`config.mk`:
```
export PLATFORM = sky130hd
export DESIGN_NAME = lpe_div_chain
export DESIGN_NICKNAME = d
export VERILOG_FILES = /design/src/rtl/lpe_pkg.sv /design/src/rtl/lpe_div_cell.sv /design/src/rtl/lpe_div_chain.sv
export SDC_FILE = /design/constraint.sdc
export NUM_CORES = 2
export LEC_CHECK = 0
export BUFFER_PORTS_ARGS = -buffer_cell sky130_fd_sc_hd__buf_2
export CAP_MARGIN = 5
export CELL_PAD_IN_SITES_DETAIL_PLACEMENT = 0
export CELL_PAD_IN_SITES_GLOBAL_PLACEMENT = 1
export CORE_MARGIN = 2
export CORE_UTILIZATION = 40
export CTS_CLUSTER_SIZE = 16
export DETAILED_ROUTE_END_ITERATION = 10
export PLACE_DENSITY = 0.6
export SLEW_MARGIN = 40
export SYNTH_ARGS = -nofsm -noshare
export SYNTH_HDL_FRONTEND = slang
export SYNTH_HIERARCHICAL = 1
export SYNTH_SLANG_ARGS = --single-unit
export TNS_END_PERCENT = 100
```
`constraint.sdc`:
```
create_clock -name clk -period 2.08 [get_ports clk]
set_clock_uncertainty 0.15 [all_clocks]
set_input_delay 0.104 -clock clk [delete_from_list [all_inputs] [get_ports clk]]
set_output_delay 0.104 -clock clk [all_outputs]
set_load 0.02 [all_outputs]
```
`src/rtl/lpe_pkg.sv`:
```
// ----------------------------------------------------------------------------
// lpe_pkg: shared types for the Laguerre polynomial evaluator
// Word formats of both channels, fixed result widths, sequencer states.
// ----------------------------------------------------------------------------
package lpe_pkg;

    localparam int ORDER_W = 5;
    localparam int POINT_W = 32;
    localparam int VAL_W   = 48;
    localparam int HALF_W  = VAL_W / 2;

    typedef struct packed {
        logic [ORDER_W-1:0]        order;
        logic signed [POINT_W-1:0] point;
    } src_word_t;

    typedef struct packed {
        logic signed [VAL_W-1:0] value;
        logic                    overflow;
    } dst_word_t;

    typedef enum logic [2:0] {
        ST_IDLE,
        ST_MUL_LO,
        ST_MUL_HI,
        ST_DIFF,
        ST_PREP,
        ST_DIV,
        ST_DONE
    } lpe_state_t;

endpackage

```
`src/rtl/lpe_div_cell.sv`:
```
// ----------------------------------------------------------------------------
// lpe_div_cell: one restoring division cell
// Develops one quotient bit and hands remainder and word to the next cell.
// ----------------------------------------------------------------------------
module lpe_div_cell #(
    parameter int DIV_W = 5
) (
    input  logic                     clk,
    input  logic                     rst_n,
    input  logic                     valid_in,
    input  logic [DIV_W-1:0]         rem_in,
    input  logic [lpe_pkg::VAL_W-1:0] word_in,
    input  logic [DIV_W-1:0]         dvs_in,
    output logic                     valid_out,
    output logic [DIV_W-1:0]         rem_out,
    output logic [lpe_pkg::VAL_W-1:0] word_out,
    output logic [DIV_W-1:0]         dvs_out
);
    import lpe_pkg::*;

    logic                 valid_reg;
    logic [DIV_W-1:0]     rem_reg;
    logic [DIV_W-1:0]     rem_next;
    logic [VAL_W-1:0]     word_reg;
    logic [VAL_W-1:0]     word_next;
    logic [DIV_W-1:0]     dvs_reg;
    logic [DIV_W:0]       trial;
    logic                 ge;

    // shift in the next dividend bit, subtract when it fits
    assign trial     = {rem_in, word_in[VAL_W-1]};
    assign ge        = trial >= {1'b0, dvs_in};
    assign rem_next  = ge ? DIV_W'(trial - {1'b0, dvs_in}) : DIV_W'(trial);
    assign word_next = {word_in[VAL_W-2:0], ge};

    always_ff @(posedge clk or negedge rst_n)
    begin
        if (!rst_n)
        begin
            valid_reg <= 1'b0;
        end
        else
        begin
            valid_reg <= valid_in;
        end
    end

    always_ff @(posedge clk)
    begin
        rem_reg  <= rem_next;
        word_reg <= word_next;
        dvs_reg  <= dvs_in;
    end

    assign valid_out = valid_reg;
    assign rem_out   = rem_reg;
    assign word_out  = word_reg;
    assign dvs_out   = dvs_reg;

endmodule

```
`src/rtl/lpe_div_chain.sv`:
```
// ----------------------------------------------------------------------------
// lpe_div_chain: row of division cells
// One cell per quotient bit; a word walks the row cell by cell.
// ----------------------------------------------------------------------------
module lpe_div_chain #(
    parameter int DIV_W = 5
) (
    input  logic                     clk,
    input  logic                     rst_n,
    input  logic                     start,
    input  logic [DIV_W-1:0]         rem_init,
    input  logic [lpe_pkg::VAL_W-1:0] dividend,
    input  logic [DIV_W-1:0]         divisor,
    output logic                     done,
    output logic [lpe_pkg::VAL_W-1:0] quot
);
    import lpe_pkg::*;

    logic                 valid_tap [0:VAL_W];
    logic [DIV_W-1:0]     rem_tap   [0:VAL_W];
    logic [VAL_W-1:0]     word_tap  [0:VAL_W];
    logic [DIV_W-1:0]     dvs_tap   [0:VAL_W];

    assign valid_tap[0] = start;
    assign rem_tap[0]   = rem_init;
    assign word_tap[0]  = dividend;
    assign dvs_tap[0]   = divisor;

    for (genvar i = 0; i < VAL_W; i++)
    begin : g_cell
        lpe_div_cell #(
            .DIV_W (DIV_W)
        ) u_cell (
            .clk       (clk),
            .rst_n     (rst_n),
            .valid_in  (valid_tap[i]),
            .rem_in    (rem_tap[i]),
            .word_in   (word_tap[i]),
            .dvs_in    (dvs_tap[i]),
            .valid_out (valid_tap[i+1]),
            .rem_out   (rem_tap[i+1]),
            .word_out  (word_tap[i+1]),
            .dvs_out   (dvs_tap[i+1])
        );
    end

    assign done = valid_tap[VAL_W];
    assign quot = word_tap[VAL_W];

endmodule

```
==> metrics.cfg <==
[outcome]
status=complete, no violations

[sta]
worst_slew_pin_slew_ps=316
setup_viol=0
period_minus_slack_ps=2040
max_freq_mhz=491
finalHoldViolCount=0
relSlewSlack_pct=78.8
fin_crit_sh_pct=98.0
tns_ps=0
grt_setup_unrepaired=yes
slew_viol_final=0

[placed_design]
hpwl_um=47300
routabilityCongestion=0.737
dp.cells=6953
io_buffer_count=109

[critical_path]
required_ps=2660
r2r_cells=7
reg2reg_slack_ps=40
crit_fanout=5
rr_endpoint=g_cell[8].u_cell/rem_out[3]
crit_path_end_kind=flop
startpoint_type=flop
reg2reg_from=g_cell[7].u_cell/dvs_out[0]
cp.arrival_ps=2620
critical_path_class=flop to flop

[flow_run]
max_cap_viol_count=0

[floorplan]
die_x_um=423
num_rows=153
initial_core_util_pct=40.3
ioPinCount=110
coreArea_um2=174000
die_h_um=423
dieArea_um2=179000

[power_and_ir_drop]
power_leakage_nw=37.1
powerDensity_nw_per_um2=1690
ir_drop_v=0.000770
finalPower_mw=145

[clock_tree]
clk_pin_slew_ps=60
clock_path_buffers=4
cts_made_buffers=293
htreeDepth=5
clkLatencyLatePin_ps=860
cts_root_buf=clkbuf_16
cts_tree=yes
cts.sinks=2822

[worst_hold_path]
hp-class=input port to async pin

[final_layout]
final_nets=5490
syn2layout_area_growth_pct=22.4
final_common_cell=dfxtp_1
mostFrequentLayoutCells=dfxtp_1, inv_1, clkbuf_16
fin_cells=7675
drive_above_1_share_pct=21.3

[detailed_routing]
drc=0
routed_via_density=3.90
drt_pass1_iterations=4
dr_total_vias=30000
wl_um=81000
drt_iter0_drc=858
drtAntennaViolNets=0
avgRoutedWirePerCell_um=10.6

[yosys]
synth_nets=4863
avgSynthCellArea_um2=15.5
syn_area_um2=70200
syn_inst=4514
yosysWarnings=6

[global_route]
grtUsageTotal_pct=9.08
overflow=0
antenna_found_initial=0
grt_pass1_vias=30000
grt_max_degree=49
grt_pass1_wl_um=136000

-- flip-flops by register name, summed over array words and instances (netlist names) --
name	count
g_cell.u_cell/dvs_out	235
g_cell.u_cell/rem_out	235
g_cell.u_cell/valid_out	48
g_cell.u_cell/word_out	2304
-- what timing repair did --
action	CTS	global route
hold endpoints to repair	107	2
hold buffers	120	3
resized for setup	19	141
setup endpoints to repair	42	158
pin swaps	33	138
setup buffers	31	65
-- metal layers --
metal  vias up  track usage [%]  wire length (um)
li1      15600                -                 -
met1     13600             10.2             35200
met2       428             15.0             38000
met3       296             2.89              4000
met4         0             5.51              3850
met5         -                0                 0
-- final cells by class --
cell class | instances | area (um2)
diodes | 1 | 2.50
flip-flops and latches | 2822 | 56800
well taps | 2325 | 2910
inverters | 384 | 1440
clock inverters | 89 | 1100
fillers | 14800 | 88100
repair buffers | 332 | 2560
multi-input cells | 1308 | 12500
clock buffers | 414 | 8600
-- worst max-delay path: stages (launching register included) --
cell and delay (ps):
dfxtp_1 370, ha_4 150, inv_1 50, fa_2 390
a21oi_4 180, o21ai_2 100, nor2_4 210, mux2_4 320
-- worst max-delay path by stage --
stage | slack (ps) | startpoint | depth (start not counted) | endpoint
CTS | 0.8 | g_cell[15].u_cell/word_out[47] | 8 | g_cell[16].u_cell/rem_out[1]
detailed placement | -70 | g_cell[10].u_cell/dvs_out[0] | 7 | g_cell[11].u_cell/rem_out[1]
finish | 40 | g_cell[7].u_cell/dvs_out[0] | 7 | g_cell[8].u_cell/rem_out[3]
global placement | -70 | g_cell[10].u_cell/dvs_out[0] | 7 | g_cell[11].u_cell/rem_out[2]
floorplan | 160 | g_cell[9].u_cell/word_out[47] | 8 | g_cell[10].u_cell/rem_out[1]
global route | -30 | g_cell[34].u_cell/word_out[47] | 9 | g_cell[35].u_cell/rem_out[0]
-- report_power, final --
part           internal, mW  switching [mW]  total, mW
Combinational          12.1            10.8       22.9
Sequential             67.2            3.75       71.0
Clock                  31.6            19.4       51.0
-- stage by stage --
step / area [um2] / hold slack, ps / setup slack [ps] / util [%]
5_1_grt: 85900 / 125 / -31.3 / 49.3
3_3_place_gp: 73600 / 55.9 / -68.7 / 42.3
2_1_floorplan: 70200 / -342 / 164 / -
4_1_cts: 84800 / -186 / 0.764 / 48.8
3_5_place_dp: 73600 / -13.5 / -69.4 / 42.3
6_report: 85900 / 124 / 41.4 / 49.3
No activity file was read; power rests on OpenSTA's default activity.
